<file path="src/hw/rtl/msi_pkg.sv">
package msi_pkg;

    // Defaults for the top-level parameters.
    localparam int ADDR_WIDTH_DEF = 12;
    localparam int NUM_PROCS_DEF  = 3;

    // Fixed field widths of the access and result words.
    localparam int PROC_W       = 2;
    localparam int ADDR_FIELD_W = 12;
    localparam int KIND_W       = 2;
    localparam int MASK_W       = 3;
    localparam int SHIFT_W      = 3;

    localparam logic [SHIFT_W-1:0] SHIFT_RESET = 3'd2;

    // Per-processor line state codes as stored in the state RAM.
    localparam logic [1:0] ST_I = 2'd0;
    localparam logic [1:0] ST_M = 2'd1;
    localparam logic [1:0] ST_S = 2'd2;

    // Access opcodes.
    localparam logic OP_READ  = 1'b0;
    localparam logic OP_WRITE = 1'b1;

    // Access kind codes reported with each result.
    localparam logic [KIND_W-1:0] KIND_RD_HIT  = 2'd0;
    localparam logic [KIND_W-1:0] KIND_RD_MISS = 2'd1;
    localparam logic [KIND_W-1:0] KIND_WR_HIT  = 2'd2;
    localparam logic [KIND_W-1:0] KIND_WR_MISS = 2'd3;

    typedef enum logic [1:0] {
        CTRL_CLEAR,
        CTRL_IDLE,
        CTRL_LOOKUP
    } ctrl_state_t;

    // Commands from the controller to the datapath.
    typedef struct packed {
        logic clr_wr;
        logic capture;
        logic update;
    } ctrl_cmd_t;

    // Status from the datapath to the controller.
    typedef struct packed {
        logic clr_last;
        logic proc_ok;
    } dp_status_t;

endpackage

</file>
<file path="src/hw/rtl/msi_ctrl.sv">
module msi_ctrl (
    input  logic                  clk,
    input  logic                  rst_n,
    input  logic                  start,
    input  msi_pkg::dp_status_t   status,
    output msi_pkg::ctrl_cmd_t    cmd,
    output logic                  busy
);

    msi_pkg::ctrl_state_t state_reg;
    msi_pkg::ctrl_state_t state_next;

    always_ff @(posedge clk or negedge rst_n)
    begin
        if (!rst_n)
        begin
            state_reg <= msi_pkg::CTRL_CLEAR;
        end
        else
        begin
            state_reg <= state_next;
        end
    end

    always_comb
    begin
        state_next  = state_reg;
        cmd.clr_wr  = 1'b0;
        cmd.capture = 1'b0;
        cmd.update  = 1'b0;
        busy        = 1'b1;
        case (state_reg)
            msi_pkg::CTRL_CLEAR:
            begin
                cmd.clr_wr = 1'b1;
                if (status.clr_last)
                begin
                    state_next = msi_pkg::CTRL_IDLE;
                end
            end
            msi_pkg::CTRL_IDLE:
            begin
                busy = 1'b0;
                // An access from a nonexistent processor is taken and dropped.
                if (start && status.proc_ok)
                begin
                    cmd.capture = 1'b1;
                    state_next  = msi_pkg::CTRL_LOOKUP;
                end
            end
            msi_pkg::CTRL_LOOKUP:
            begin
                cmd.update = 1'b1;
                state_next = msi_pkg::CTRL_IDLE;
            end
            default:
            begin
                state_next = msi_pkg::CTRL_CLEAR;
            end
        endcase
    end

endmodule

</file>
<file path="config.mk">
export PLATFORM = sky130hd
export DESIGN_NAME = msi_ctrl
export DESIGN_NICKNAME = d
export VERILOG_FILES = /design/src/hw/rtl/msi_pkg.sv /design/src/hw/rtl/msi_ctrl.sv
export SDC_FILE = /design/constraint.sdc
export NUM_CORES = 1
export LEC_CHECK = 0
export BUFFER_PORTS_ARGS = -buffer_cell sky130_fd_sc_hd__buf_4
export CAP_MARGIN = 20
export CORE_AREA = 5 5 42 44
export DETAILED_ROUTE_END_ITERATION = 6
export DIE_AREA = 0 0 47 49
export GPL_TIMING_DRIVEN = 0
export PLACE_DENSITY = 0.3
export SLEW_MARGIN = 20
export SYNTH_ARGS = -nofsm -noshare
export SYNTH_HDL_FRONTEND = slang
export SYNTH_SLANG_ARGS = --single-unit
export TNS_END_PERCENT = 1
</file>
<file path="constraint.sdc">
create_clock -name clk -period 0.8 [get_ports clk]
set_input_delay 0.08 -clock clk [delete_from_list [all_inputs] [get_ports clk]]
set_output_delay 0.08 -clock clk [all_outputs]
set_load 0.02 [all_outputs]
</file>
=== Word level (Yosys, flattened, before mapping) ===
Index checks and enable logic that the tools add are counted.

* Equality and inequality tests: 4
* Multiplexer cells: 8
* Reduce and logical (&&, ||, !) cells: 3

{| class="wikitable"
|+ Operators with widths
! kind !! number
|-
| one-hot mux 2 bit (3 select lines) || 1
|-
| two-way mux 1 bit || 5
|-
| two-way mux 2 bit || 2
|-
| != test 2 bit (second input constant) || 2
|-
| == test 2 x 1 -> 1 bit (second input constant) || 1
|-
| == test 2 bit (second input constant) || 1
|-
| zero test 2 bit || 1
|-
| AND reduction 2 bit || 1
|-
| logical AND 1 bit || 1
|}

* Register bits after elaboration: 2
* Bits of input ports: 5
* Word-level logic and storage cells: 16

=== Logic depth before layout (Yosys ltp) ===
Gate-level depths: netlist of run 1.

* Word-level depth: 3
* Gate-level depth with buffers: 2

=== Worst setup path before layout of run 1 ===
Ideal clock, no wire load.

* Path kind: register to output
* From: register state_reg[1]
* To: output port cmd[1] in the netlist's numbering
* Arrival: 0.887 ns
* Setup slack: -0.167 ns
* Stages on the path, launching flop included: 3
* Path through: dfrtp_1 -> nand2b_4 -> nor2b_1

{| class="wikitable"
|+ RTL lines
! element !! line !! RTL
|-
| start, declared || msi_ctrl.sv:10 || <nowiki>msi_pkg::ctrl_state_t state_reg;</nowiki>
|-
| start signal, assigned || msi_ctrl.sv:17 || <nowiki>state_reg <= msi_pkg::CTRL_CLEAR;</nowiki>
|-
| start signal, assigned || msi_ctrl.sv:21 || <nowiki>state_reg <= state_next;</nowiki>
|-
| end, declared || msi_ctrl.sv:6 || <nowiki>output msi_pkg::ctrl_cmd_t cmd,</nowiki>
|}

==> results.py, run 1 <==
metrics = {
    "sta": {
        "whs_ps": 139.1,
        "tightest_slew_ps": 138.8,
        "layout_setup_ws_ps": -286.4,
        "setup_violations": 6,
        "rsz0062_at_grt": "true",
        "fin_worst_skew_ps": 2.530,
        "slew_headroom_pct": 90.74,
        "max_freq_mhz": 920.5,
        "fin_crit_ps": 1086,
        "drv_slew": 0,
        "fin_crit_sh_pct": 135.8,
        "report.final.hold_viol_count": 0,
    },
    "setup_path": {
        "worstSetupStartpointType": "flip-flop",
        "r2r_slack_ps": -150,
        "cp.arrival_ps": 1010,
        "cp_num_cells": 3,
        "crit_path_end_kind": "primary output",
        "cp_cell_sequence": "nand2b_4 -> nor2b_4 -> buf_6",
        "critPathRequiredTime_ps": 720,
        "crit_buf_inv": 1,
        "path_max_fanout": 4,
        "critPathMaxStageDelay_ps": 390,
        "r2r_start": "state_reg[1]",
        "cp_slowest_cell": "dfrtp_1",
        "reg2regPathDepth": 3,
        "crit_family": "flip-flops",
        "r2r_end": "state_reg[0]",
        "path_class": "flip-flop to primary output",
    },
    "global_routing": {
        "grt-ovfl-total": 0,
        "grt_use_total_pct": 3.732,
        "grt_max_degree": 5,
        "grt_pass1_vias": 140,
        "grt_pass1_wl_um": 552,
        "antenna_found_initial": 0,
    },
    "status": {
        "status": "finished with violations",
        "violations": "setup timing",
    },
    "logic_synthesis": {
        "synthesis.nets": 15,
        "synthesis.area_um2": 102.6,
        "syn_inst": 10,
        "ys_ff_latch": 2,
        "ys_warn_count": 0,
        "yosys.cell_types.count": 6,
        "syn_area_per_cell_um2": 10.26,
        "ys_seq_area_share_pct": 48.78,
    },
    "placed_design": {
        "gp_congestion": 0.6189,
        "dp.cells": 34,
        "dp_slack_ps": -74.52,
        "port_buffers": 8,
    },
    "finish": {
        "area_growth_pct": 129.3,
        "drive_gt1_share_pct": 65.22,
        "antenna-diode-count": 0,
        "largest_reg_flops": 2,
        "fillCellCount": 161,
        "fin_cells": 39,
        "multiInputGateArea_um2": 60.06,
        "nets": 30,
        "seqCellArea_um2": 51.30,
    },
    "floorplan": {
        "die_w_um": 47,
        "core_area_um2": 1401,
        "rows": 14,
        "fp.dieArea_um2": 2303,
        "die_h_um": 49,
        "start_util_pct": 7.321,
        "io_pins": 9,
    },
    "routing": {
        "antenna_left": 0,
        "vias": 118,
        "wl_per_cell_um": 8.103,
        "wl_um": 316,
        "first_pass_iters": 1,
        "vias_per_cell": 3.026,
        "drc": 0,
        "drt_iter0_drc": 0,
    },
    "pwr": {
        "leakage_nw": 0.1103,
        "ir_drop_v": 0.001139,
        "p_per_area_nw_per_um2": 3422,
    },
    "run": {
        "maxCapViolCount": 0,
    },
    "hold_path": {
        "min_to": "state_reg[0]",
        "worst_hold_path.num_cells": 3,
        "holdCritStartpoint": "status[1]",
        "worstHoldPathType": "input port to flip-flop",
    },
    "clock_tree": {
        "cts_tree": "yes",
        "cts_buffer_depth": 2,
        "cts_buffers": 3,
        "path_clk_slew_ps": 30,
        "cts_sinks": 2,
        "cts_max_level": 1,
        "cts_root_buf": "clkbuf_4",
        "clk_latency_ps": 220,
    },
}
## cell usage after synthesis (all sizes together)
| cell type | count | area share (%) |
|---|---|---|
| and2 | 1 | 6.1 |
| dfrtp | 2 | 49 |
| nand2b | 1 | 13 |
| nor2 | 2 | 7.3 |
| nor2b | 3 | 18 |
| o22ai | 1 | 6.1 |
## worst reg2reg max path: cells and delay by family (launching register included)
family	cells	cell delay, ps
AOI/OAI and AO/OA	1	160
buffers and inverters	1	140
DFF	1	390
and+or+nand+nor	1	170
## kinds of logic (layout without fill, tap and decap cells)
family	count (synthesis)	after routing	synth area share (%)
compound gates	1	1	6.101
buf+inv	0	13	0
flops	2	2	48.78
simple gates	7	7	45.13
## through the flow
step / cell area, µm² / power (W) / setup TNS, ps / utilization, %
floorplan: 110.1 / 0.0003866 / -43.95 / -
finish: 235.2 / 0.0008049 / -1108 / 16.79
global route: 235.2 / 0.0008633 / -1399 / 16.79
global placement: 190.2 / 0.0005238 / -66.74 / 13.57
CTS: 234.0 / 0.0008162 / -1182 / 16.70
detailed placement: 190.2 / 0.0005303 / -93.51 / 13.57
## power breakdown
group          total [W]  switching [W]  internal, W
Sequential      0.000190      0.0000485     0.000141
Clock           0.000221      0.0000553     0.000165
Combinational   0.000394       0.000194     0.000200
Total           0.000805       0.000298     0.000507
## repair_timing
item | in CTS | in global routing
hold buffers | 1 | 0
setup endpoints to repair | 5 | 6
resized for setup | 1 | 1
endpoints found under the hold margin | 2 | 0
buffers inserted | 1 | 0
## layer usage
layer  share of wire, %  track usage, %  vias up
li1                   -               -       60
met1                 47           3.736       47
met2                 30           3.620        9
met3                 21           4.059        2
met4                1.3           4.147        0
met5                  0               0        -
## worst max path at each step
stage	to	slack, ps	from
after CTS	cmd[1]	-300	state_reg[1]
after detailed placement	cmd[1]	-70	state_reg[1]
after global routing	cmd[1]	-340	state_reg[1]
after global placement	cmd[1]	-70	state_reg[1]
final	cmd[1]	-290	state_reg[1]
after floorplan	cmd[1]	-20	state_reg[1]
## cell type report
| type | instances | area share [%] |
|---|---|---|
| tap | 16 | 8.511 |
| clock buffer | 3 | 9.574 |
| sequential | 2 | 21.81 |
| multi-input combinational | 8 | 25.53 |
| timing repair buffer | 10 | 34.57 |
## layout by cell type, fill, tap and decap left out
| master | instances |
|---|---|
| clkbuf_4 | 3 |
| o22ai_1 | 1 |
| nor2_1 | 2 |
| and2_1 | 1 |
| dlygate4sd3_1 | 1 |
| nor2b_1 | 2 |
| dfrtp_1 | 1 |
| nor2b_4 | 1 |
| nand2b_4 | 1 |
| buf_6 | 1 |
| buf_4 | 8 |
| dfrtp_2 | 1 |
No activity file was read; power rests on OpenSTA's default activity.
==> run 2, diff against run 1 <==
==> constraint.sdc (replaced) <==
create_clock -name clk -period 1.32 [get_ports clk]
set_input_delay 0.132 -clock clk [delete_from_list [all_inputs] [get_ports clk]]
set_output_delay 0.132 -clock clk [all_outputs]
set_load 0.02 [all_outputs]
==> run 2 against run 1 <==
Net effect: the flow now finishes without violations; cell area is 8.5% lower; setup slack better by 450 ps; combinational power shrank 50%; sequential share of layout area grew 1.4 points; critical path type unchanged; sequential power decreased by 42%; first-iteration DRC count grew 1; core utilization down 1.4 points.
==> results.py, run 2 (synthesized netlist as in run 1, its figures left out) <==
metrics = {
    "sta": {
        "drv_slew": 0,
        "setup_tns_ps": 0,
        "fin_crit_sh_pct": 87.97,
        "setup_violations": 0,
        "fin_crit_ps": 1161,
        "tightest_slew_ps": 175.5,
        "whs_ps": 175.7,
        "max_freq_mhz": 861.1,
        "rsz0062_at_grt": "false",
        "report.final.hold_viol_count": 0,
        "slew_headroom_pct": 88.30,
        "fin_worst_skew_ps": 1.621,
    },
    "pwr": {
        "pwr-share-seq_pct": 25.0,
        "switching_power_w": 0.0001636,
        "p_per_area_nw_per_um2": 2049,
        "combPwrFrac_pct": 44.5,
        "leakage_nw": 0.1032,
        "power_w": 0.0004410,
        "pwr-share-clk_pct": 30.5,
        "netSwitchingFraction_pct": 37.10,
        "ir_drop_v": 0.0005427,
        "p_int_w": 0.0002774,
    },
    "global_routing": {
        "grt-ovfl-total": 0,
        "grt_use_total_pct": 3.453,
        "grt_max_degree": 5,
        "grt_pass1_wl_um": 462,
        "antenna_found_initial": 0,
        "grt_pass1_vias": 106,
    },
    "routing": {
        "vias": 103,
        "antenna_left": 0,
        "wl_met2_um": 74,
        "wl_per_cell_um": 7.789,
        "first_pass_iters": 2,
        "wl_met3_um": 62,
        "drt_iter0_drc": 1,
        "top_layer": "met3",
        "drc": 0,
        "wl_um": 296,
        "vias_per_cell": 2.711,
        "wl_met1_um": 159,
    },
    "finish": {
        "drive_gt1_share_pct": 54.55,
        "fillCellCount": 166,
        "seqCellArea_um2": 50.05,
        "multiInputGateArea_um2": 52.55,
        "fin_area_um2": 215.2,
        "nets": 29,
        "largest_reg_flops": 2,
        "final_common_cell": "buf_4",
        "final_util_pct": 15.36,
        "final_cell_mix": "buf_4, nor2b_1, clkbuf_4, nor2_1, dfrtp_1",
        "antenna-diode-count": 0,
        "area_growth_pct": 109.8,
    },
    "floorplan": {
        "die_h_um": 49,
        "rows": 14,
        "start_util_pct": 7.321,
        "fp.dieArea_um2": 2303,
        "core_area_um2": 1401,
        "io_pins": 9,
        "die_w_um": 47,
    },
    "clock_tree": {
        "clk_latency_ps": 220,
        "cts_sinks": 2,
        "cts_max_level": 1,
        "path_clk_slew_ps": 30,
        "cts_tree": "yes",
        "cts_buffers": 3,
        "cts_root_buf": "clkbuf_4",
        "cts_buffer_depth": 2,
    },
    "setup_path": {
        "worstSetupStartpointType": "flip-flop",
        "path_max_fanout": 4,
        "crit_path_end_kind": "primary output",
        "path_class": "flip-flop to primary output",
        "cp.arrival_ps": 1030,
        "critPathMaxStageDelay_ps": 390,
        "cp_cell_sequence": "nand2b_4 -> nor2b_1 -> buf_4",
        "cp_slowest_cell": "dfrtp_1",
        "critPathRequiredTime_ps": 1190,
    },
    "status": {
        "status": "finished clean",
    },
    "run": {
        "maxCapViolCount": 0,
    },
    "placed_design": {
        "port_buffers": 8,
        "dpl_cell_area_um2": 182.7,
        "gp_congestion": 0.6578,
    },
    "hold_path": {
        "worstHoldPathType": "input port to flip-flop",
    },
}
-- run 2: worst paths after layout --
check                              from           end  slack, ps  depth (start not counted)
setup / recovery           state_reg[1]        cmd[1]        160                          3
hold / removal                status[1]  state_reg[0]        180                          3
setup reg to reg           state_reg[1]  state_reg[0]        530                          2
hold reg to reg            state_reg[0]  state_reg[0]        550                          1
max in group asynchronous         rst_n  state_reg[1]       1000                          2
min in group asynchronous         rst_n  state_reg[0]        230                          2
-- run 2: routing by layer --
| metal | global-route usage [%] | up-vias |
|---|---|---|
| met1 | 4.185 | 37 |
| met4 | 4.147 | 0 |
| met3 | 5.166 | 0 |
| met2 | 1.584 | 9 |
| met5 | 0 | - |
| li1 | - | 57 |
-- run 2: per-stage QoR --
| step | setup WS (ps) | std cells |
|---|---|---|
| floorplan | 300.8 | 10 |
| global route | 91.26 | 38 |
| finish | 158.8 | 38 |
| global placement | 373.1 | 34 |
| CTS | 141.8 | 38 |
| detailed placement | 388.3 | 34 |
-- run 2: worst max-delay path, delay by kind of cell (launching register included) --
family | cells | cell delay, ps
DFF | 1 | 390
buffers and inverters | 1 | 150
and+or+nand+nor | 2 | 270
-- run 2: final cells by class --
cell class | count | area share (%)
repair buffers | 9 | 32.56
multi-input cells | 8 | 24.42
flip-flops and latches | 2 | 23.26
well taps | 16 | 9.302
clock buffers | 3 | 10.47
-- run 2: power groups by stage --
stage                     logic (W)  registers, W  clock network (W)
final                      0.000196      0.000110           0.000134
after floorplan            0.000114      0.000107                  0
after CTS                  0.000199      0.000111           0.000145
after detailed placement   0.000196      0.000111                  0
after global routing       0.000212      0.000115           0.000154
after global placement     0.000196      0.000110                  0
-- run 2: what timing repair did --
| item | CTS | global route |
|---|---|---|
| endpoints found under the hold margin | 2 | 0 |
| hold buffers | 1 | 0 |
| buffers inserted | 0 | 0 |
| resized for setup | 0 | 0 |
